[config.mk]
export PLATFORM = sky130hd
export DESIGN_NAME = json_string_array_parser_flat
export DESIGN_NICKNAME = d
export VERILOG_FILES = /design/src/rtl/core/jsap_pkg.sv /design/src/rtl/core/jsap_chan_if.sv /design/src/rtl/core/json_string_array_parser.sv /design/src/rtl/core/jsap_step.sv /design/src/flat_wrapper.sv
export SDC_FILE = /design/constraint.sdc
export NUM_CORES = 1
export LEC_CHECK = 0
export BUFFER_PORTS_ARGS = -buffer_cell sky130_fd_sc_hd__buf_2
export CORE_AREA = 2 2 39 41
export DETAILED_ROUTE_END_ITERATION = 8
export DIE_AREA = 0 0 41 43
export GPL_TIMING_DRIVEN = 1
export PLACE_DENSITY = 0.57
export SYNTH_ARGS = -nofsm -noshare
export SYNTH_HDL_FRONTEND = slang
export SYNTH_SLANG_ARGS = --single-unit
[constraint.sdc]
create_clock -name i_clk -period 3.8 [get_ports i_clk]
set_clock_uncertainty 0.15 [all_clocks]
set_input_delay 0.76 -clock i_clk [delete_from_list [all_inputs] [get_ports i_clk]]
set_output_delay 0.76 -clock i_clk [all_outputs]
set_load 0.01 [all_outputs]
[src/rtl/core/jsap_pkg.sv]
`default_nettype none
// ----------------------------------------------------------------------------
// jsap_pkg: shared types and constants of the JSON string array parser
// Holds the item layouts of both channels, the parser state and the byte
// codes that the parser recognizes.
// ----------------------------------------------------------------------------
package jsap_pkg;

    // Parser phase, one-hot.
    typedef enum logic [4:0] {
        PH_START  = 5'b00001,
        PH_ARRAY  = 5'b00010,
        PH_STRING = 5'b00100,
        PH_ESCAPE = 5'b01000,
        PH_DONE   = 5'b10000
    } t_phase;

    typedef struct packed {
        t_phase phase;
        logic   string_nonempty;
    } t_state;

    typedef struct packed {
        logic [7:0] text_byte;
        logic       final_byte;
    } t_in_item;

    typedef struct packed {
        logic       char_valid;
        logic [7:0] decoded_char;
        logic       string_end;
        logic       parse_done;
    } t_out_item;

    localparam logic [7:0] C_LBRACKET  = 8'h5B;
    localparam logic [7:0] C_RBRACKET  = 8'h5D;
    localparam logic [7:0] C_COMMA     = 8'h2C;
    localparam logic [7:0] C_QUOTE     = 8'h22;
    localparam logic [7:0] C_BACKSLASH = 8'h5C;
    localparam logic [7:0] C_LOWER_N   = 8'h6E;
    localparam logic [7:0] C_LOWER_R   = 8'h72;
    localparam logic [7:0] C_LOWER_T   = 8'h74;
    localparam logic [7:0] C_LF        = 8'h0A;
    localparam logic [7:0] C_CR        = 8'h0D;
    localparam logic [7:0] C_TAB       = 8'h09;
    localparam logic [7:0] C_SPACE     = 8'h20;

endpackage
`default_nettype wire

[src/rtl/core/jsap_chan_if.sv]
`default_nettype none
// ----------------------------------------------------------------------------
// jsap_chan_if: valid/ready channel
// Carries one item of type T per handshake, with source and sink views.
// ----------------------------------------------------------------------------
interface jsap_chan_if #(
    parameter type T = logic
) ();
    logic valid;
    logic ready;
    T     data;

    modport source (output valid, output data, input ready);
    modport sink   (input valid, input data, output ready);
endinterface
`default_nettype wire

[src/rtl/core/json_string_array_parser.sv]
`default_nettype none
// ----------------------------------------------------------------------------
// json_string_array_parser: streaming parser for a JSON array of strings
// Takes text bytes with a final-byte flag and emits decoded string
// characters, string-end marks and a parse-done mark.
// ----------------------------------------------------------------------------
//
//  Channel | Dir | Item fields                                   | Items
//  --------+-----+-----------------------------------------------+-------------
//  i_in    | in  | text_byte[7:0], final_byte                    | one per byte
//  o_out   | out | char_valid, decoded_char[7:0], string_end,    | zero or one
//          |     | parse_done                                    | per byte
//
// Each byte passes through the input register and then, if it yields a
// result, waits in the output register until it is taken. One byte is taken
// every cycle while the output does not stall. The rate is set by the single
// parser state update, which runs once per byte between the two registers.
// Reset puts the parser in its start phase with both registers empty.
// A stall at the output holds the output register and the input register;
// the input still takes a byte while its own register is free.
//
module json_string_array_parser (
    input  wire logic  i_clk,
    input  wire logic  i_rst_n,
    jsap_chan_if.sink  i_in,
    jsap_chan_if.source o_out
);
    import jsap_pkg::*;

    // Input register: one byte waiting for the parser.
    logic      r_in_valid;
    t_in_item  r_in_item;

    // Parser state, updated once per byte that leaves the input register.
    t_state    r_state;
    t_state    n_state;

    // Output register: one result item waiting to be taken.
    logic      r_out_valid;
    t_out_item r_out_item;

    t_out_item step_result;
    logic      step_has_result;
    logic      advance;

    jsap_step u_step (
        .i_state      (r_state),
        .i_item       (r_in_item),
        .o_state      (n_state),
        .o_result     (step_result),
        .o_has_result (step_has_result)
    );

    // The byte in the input register moves on when the output register is
    // empty or is being emptied in this cycle. Bytes without a result simply
    // update the state and leave the output register as it is.
    assign advance    = !r_out_valid || o_out.ready;
    assign i_in.ready = !r_in_valid || advance;

    always_ff @(posedge i_clk) begin
        if (!i_rst_n) begin
            r_in_valid <= 1'b0;
        end else if (i_in.ready) begin
            r_in_valid <= i_in.valid;
        end
    end

    always_ff @(posedge i_clk) begin
        if (i_in.ready && i_in.valid) begin
            r_in_item <= i_in.data;
        end
    end

    always_ff @(posedge i_clk) begin
        if (!i_rst_n) begin
            r_state.phase           <= PH_START;
            r_state.string_nonempty <= 1'b0;
            r_out_valid             <= 1'b0;
        end else if (advance) begin
            r_out_valid <= r_in_valid && step_has_result;
            if (r_in_valid) begin
                r_state <= n_state;
            end
        end
    end

    always_ff @(posedge i_clk) begin
        if (advance && r_in_valid && step_has_result) begin
            r_out_item <= step_result;
        end
    end

    assign o_out.valid = r_out_valid;
    assign o_out.data  = r_out_item;

endmodule
`default_nettype wire

[src/rtl/core/jsap_step.sv]
`default_nettype none
// ----------------------------------------------------------------------------
// jsap_step: per-byte parser transition
// Computes the next parser state and the result item for one text byte.
// ----------------------------------------------------------------------------
module jsap_step (
    input  jsap_pkg::t_state    i_state,
    input  jsap_pkg::t_in_item  i_item,
    output jsap_pkg::t_state    o_state,
    output jsap_pkg::t_out_item o_result,
    output logic                o_has_result
);
    import jsap_pkg::*;

    function automatic logic [7:0] unescape(input logic [7:0] c);
        logic [7:0] r;
        r = c;
        if (c == C_LOWER_N) begin
            r = C_LF;
        end else if (c == C_LOWER_R) begin
            r = C_CR;
        end else if (c == C_LOWER_T) begin
            r = C_TAB;
        end
        return r;
    endfunction

    logic [7:0] c;
    logic       fin;
    logic       is_ws;
    logic       in_str;

    assign c     = i_item.text_byte;
    assign fin   = i_item.final_byte;
    assign is_ws = (c inside {[C_TAB:C_CR], C_SPACE});

    always_comb begin
        o_state  = i_state;
        o_result = '0;
        in_str   = 1'b0;
        case (i_state.phase)
            PH_START: begin
                if (c == C_LBRACKET) begin
                    o_state.phase = PH_ARRAY;
                end else if (!is_ws) begin
                    o_state.phase       = PH_DONE;
                    o_result.parse_done = 1'b1;
                end
            end
            PH_ARRAY: begin
                if (c == C_QUOTE) begin
                    o_state.phase           = PH_STRING;
                    o_state.string_nonempty = 1'b0;
                end else if (!is_ws && c != C_COMMA) begin
                    o_state.phase       = PH_DONE;
                    o_result.parse_done = 1'b1;
                end
            end
            PH_STRING: begin
                in_str = 1'b1;
                if (c == C_QUOTE) begin
                    o_result.string_end     = i_state.string_nonempty;
                    o_state.string_nonempty = 1'b0;
                    o_state.phase           = PH_ARRAY;
                    in_str                  = 1'b0;
                end else if (c == C_BACKSLASH && !fin) begin
                    o_state.phase = PH_ESCAPE;
                end else begin
                    o_result.char_valid     = 1'b1;
                    o_result.decoded_char   = c;
                    o_state.string_nonempty = 1'b1;
                end
            end
            PH_ESCAPE: begin
                in_str                  = 1'b1;
                o_result.char_valid     = 1'b1;
                o_result.decoded_char   = unescape(c);
                o_state.string_nonempty = 1'b1;
                o_state.phase           = PH_STRING;
            end
            PH_DONE: begin
            end
            default: begin
            end
        endcase

        // The final byte closes any open string and any unfinished parse.
        if (fin) begin
            if (in_str && o_state.string_nonempty) begin
                o_result.string_end = 1'b1;
            end
            if (o_state.phase inside {PH_START, PH_ARRAY, PH_STRING, PH_ESCAPE}) begin
                o_result.parse_done = 1'b1;
            end
            o_state.phase           = PH_START;
            o_state.string_nonempty = 1'b0;
        end
    end

    assign o_has_result = o_result.char_valid | o_result.string_end | o_result.parse_done;

endmodule
`default_nettype wire
[src/flat_wrapper.sv]
// flat-port wrapper written by rule: the top's interface ports become plain ports
module json_string_array_parser_flat import jsap_pkg::*;
  (i_clk, i_rst_n, i_in_valid, i_in_data, i_in_ready, o_out_valid, o_out_data, o_out_ready);
  jsap_chan_if i_in_i ();
  jsap_chan_if o_out_i ();
  input  wire logic i_clk;
  input  wire logic i_rst_n;
  input wire logic [$bits(i_in_i.valid)-1:0] i_in_valid;
  input wire logic [$bits(i_in_i.data)-1:0] i_in_data;
  output wire logic [$bits(i_in_i.ready)-1:0] i_in_ready;
  output wire logic [$bits(o_out_i.valid)-1:0] o_out_valid;
  output wire logic [$bits(o_out_i.data)-1:0] o_out_data;
  input wire logic [$bits(o_out_i.ready)-1:0] o_out_ready;
  assign i_in_i.valid = i_in_valid;
  assign i_in_i.data = i_in_data;
  assign i_in_ready = i_in_i.ready;
  assign o_out_valid = o_out_i.valid;
  assign o_out_data = o_out_i.data;
  assign o_out_i.ready = o_out_ready;
  json_string_array_parser u_core (.i_clk(i_clk), .i_rst_n(i_rst_n), .i_in(i_in_i), .o_out(o_out_i));
endmodule
==> metrics <==
nature of the critical path endpoint=output port; worst min-delay path category=reg2reg; met2 usage=between 10% and 20%; sequential share of power=a little over half; routed via count=344; Crit path arrival time=around 1.3 ns; Total GRT Usage=11.90%; Seq. cell area=roughly 200 sq um; Setup Slack @ Placement=roughly 1.6 ns; crit-path leading delay family=simple AND/OR/NAND/NOR gates; PwrDens=roughly 380 nW/um^2; Final HPWL DP=592.6 um; # resized after CTS=0; EDFF count, synth=2; Combinational Power Share=between 10% and 20%; Initial Util=33.73%; Worst slew margin=about three quarters; Synth top cells by count=dfxtp_1, inv_1, a21oi_1, nor2_1; Max stage delay on crit path=0.18 ns; vias in the first global route=about 330; Port Buf Inserts=7; kind of critical path=in2out; Skew-Pair Late Insertion Delay=0.26 ns; outcome=complete, no violations; postcts setup bufs=0; sequential fraction of the synthesis area=a little over two fifths; synth unique cells=26; synth top area cells=dfxtp_1, edfxtp_1, nor4b_4; crit-path cells=buf_2 > nor2b_4 > nand2_1 > buf_2; Layout area overhead=15.28%; f_max=approximately 0.46 GHz; initial antenna violation count=0; CTS tree=done; switching pwr=~50 uW; worst vdd ir=between 0.00015 and 0.0002 V; most common cell in the netlist=dfxtp_1; CTS Hold Buffers Added=0; CP max stage cell=nor2b_4; total gr overflow=0; met1 usage=14.33%; Worst-Margin Slew=~0.37 ns; internal power=roughly 160 uW; Yosys top cell area share=about 30%; area occupied by multi-input gates=about 240 sq um; Final Cycle Share=around 58%; Reg2Reg Setup Slack=about 2.3 ns; wire per inst=approximately 11 um; area leader, netlist=dfxtp_1; worst-path fanout max=6; layout cells sized above 1=roughly 27%; Final setup viols=0; Synth Register Bits=9; diode count=0; I/O pin count=8; num rows=14; Final ANT Viol Nets=0; worst-case reg-to-reg path depth=4; grt met3 use=under 10%; Worst R2R End=u_core.o_out.data; FF-to-FF Start=u_core.r_state[1]; Pleak=a little under 0.2 nW; Cell Area, Synth=466.7 sq um; # Max-Cap Violations=0; maximum level of the CTS H-tree=1; Startpoint Class=primary input; nets@finish=62; DR iter-0 viols=2; Residual DRC=0; Die W=between 40 and 50 um; Final Max Slew Viols=0; die height=43 um; Max clock buf depth=2; # clock sinks=9; Sw Ratio=roughly 24%; average size of a mapped cell=9.930 sq um; routed wire length=773 um; clock-pin slew of the registers on the worst-case setup and hold paths=approximately 0.060 ns; pin count of the biggest net entering global routing=8; Top cell by count, worst path=buf_2; RSZ-0062 raised after global routing=false; Hold Fails Final Rpt=0; CTS buffer count=3; setup ws final=1.605 ns; worst path buffer plus inverter count=2; final worst path period need=2.195 ns; Placer Congestion=about 0.67; clock share of power=36.0%; global-route wire length before repair=around 1300 um; root buf cell=clkbuf_4; DR vias/cell=4.778; die footprint=about 1800 sq um; critical path depth in cells=4; placeable core area=about 1400 sq um; setup TNS=0 ns; drt first pass iters=2; async set-reset flop share out of synthesis=0%; ys flop type=dfxtp_1; number of fill cells=140; gr busiest metal=met2; Crit. Startpoint=o_out_ready; WP data required=approximately 2.9 ns; gate count of the mapped netlist=47; synth warn=0; Worst Setup EP=i_in_ready; Syn Nets=52
## kinds of logic (layout without fill, tap and decap cells)
| kind of cell | count (synthesis) | after routing | share of synthesized area, % |
|---|---|---|---|
| xor gates and xnor gates | 3 | 3 | 5.631 |
| buffers and inverters | 6 | 15 | 5.361 |
| AOI/OAI and AO/OA | 12 | 12 | 16.62 |
| DFF | 9 | 9 | 42.90 |
| and+or+nand+nor | 17 | 17 | 29.49 |
## worst min path at each step
stage | endpoint | startpoint | cells after the start | slack [ns]
global route | u_core.o_out.valid | u_core.r_in_valid | 2 | 0.42
floorplan | u_core.o_out.valid | u_core.r_in_valid | 2 | 0.36
finish | u_core.o_out.valid | u_core.r_in_valid | 2 | 0.40
global placement | u_core.o_out.valid | u_core.r_in_valid | 2 | 0.39
CTS | u_core.o_out.valid | u_core.r_in_valid | 2 | 0.40
detailed placement | u_core.o_out.valid | u_core.r_in_valid | 2 | 0.39
## power by group through the flow
stage               clock network (mW)  registers [mW]  logic (mW)
floorplan                            0           0.109      0.0184
global placement                     0           0.111      0.0231
detailed placement                   0           0.111      0.0233
CTS                             0.0763           0.109      0.0233
global route                    0.0812           0.109      0.0262
finish                          0.0739           0.109      0.0228
## placed cells by master, fill, tap and decap left out, types with 2 or more instances in the layout
cell	n
nand2_1	2
clkbuf_4	3
o21ai_0	2
nand3_1	2
a21oi_1	3
nor2_1	3
nor2b_1	2
dfxtp_1	7
a211oi_1	2
xnor2_1	2
inv_1	4
buf_2	7
edfxtp_1	2
## routing by layer
metal	part of all wire, %	up-vias
met5	0	-
met4	4.0	0
met3	2.2	5
met2	45	6
met1	49	147
li1	-	186
## tightest hold or removal path, cell delays in order (launching register included)
cell and delay, ns:
dfxtp_1 0.35, nand3b_1 0.09, o21ai_0 0.06
## cell type report
| type | count | share of cell area [%] |
|---|---|---|
| multi-input cells | 32 | 44.88 |
| clock buffers | 4 | 4.884 |
| flip-flops and latches | 9 | 37.21 |
| inverters | 4 | 2.791 |
| well taps | 16 | 3.721 |
| repair buffers | 7 | 6.512 |
## state kept, by name, indices dropped and copies added (netlist names)
signal	count
u_core.r_in_valid	1
u_core.o_out.valid	1
u_core.r_state	5
u_core.r_in_item	1
u_core.o_out.data	1
## through the flow
stage	instance area, sq um	std cells	power [mW]	hold slack (ns)	utilization, %
after CTS	538.0	72	0.2081	0.3958	38.88
after global routing	538.0	72	0.2165	0.4230	38.88
after detailed placement	511.7	68	0.1339	0.3877	36.98
after floorplan	466.7	47	0.1271	0.3607	-
after global placement	511.7	68	0.1337	0.3926	36.98
final	538.0	72	0.2053	0.3985	38.88
Power figures use the tool's default switching activity.
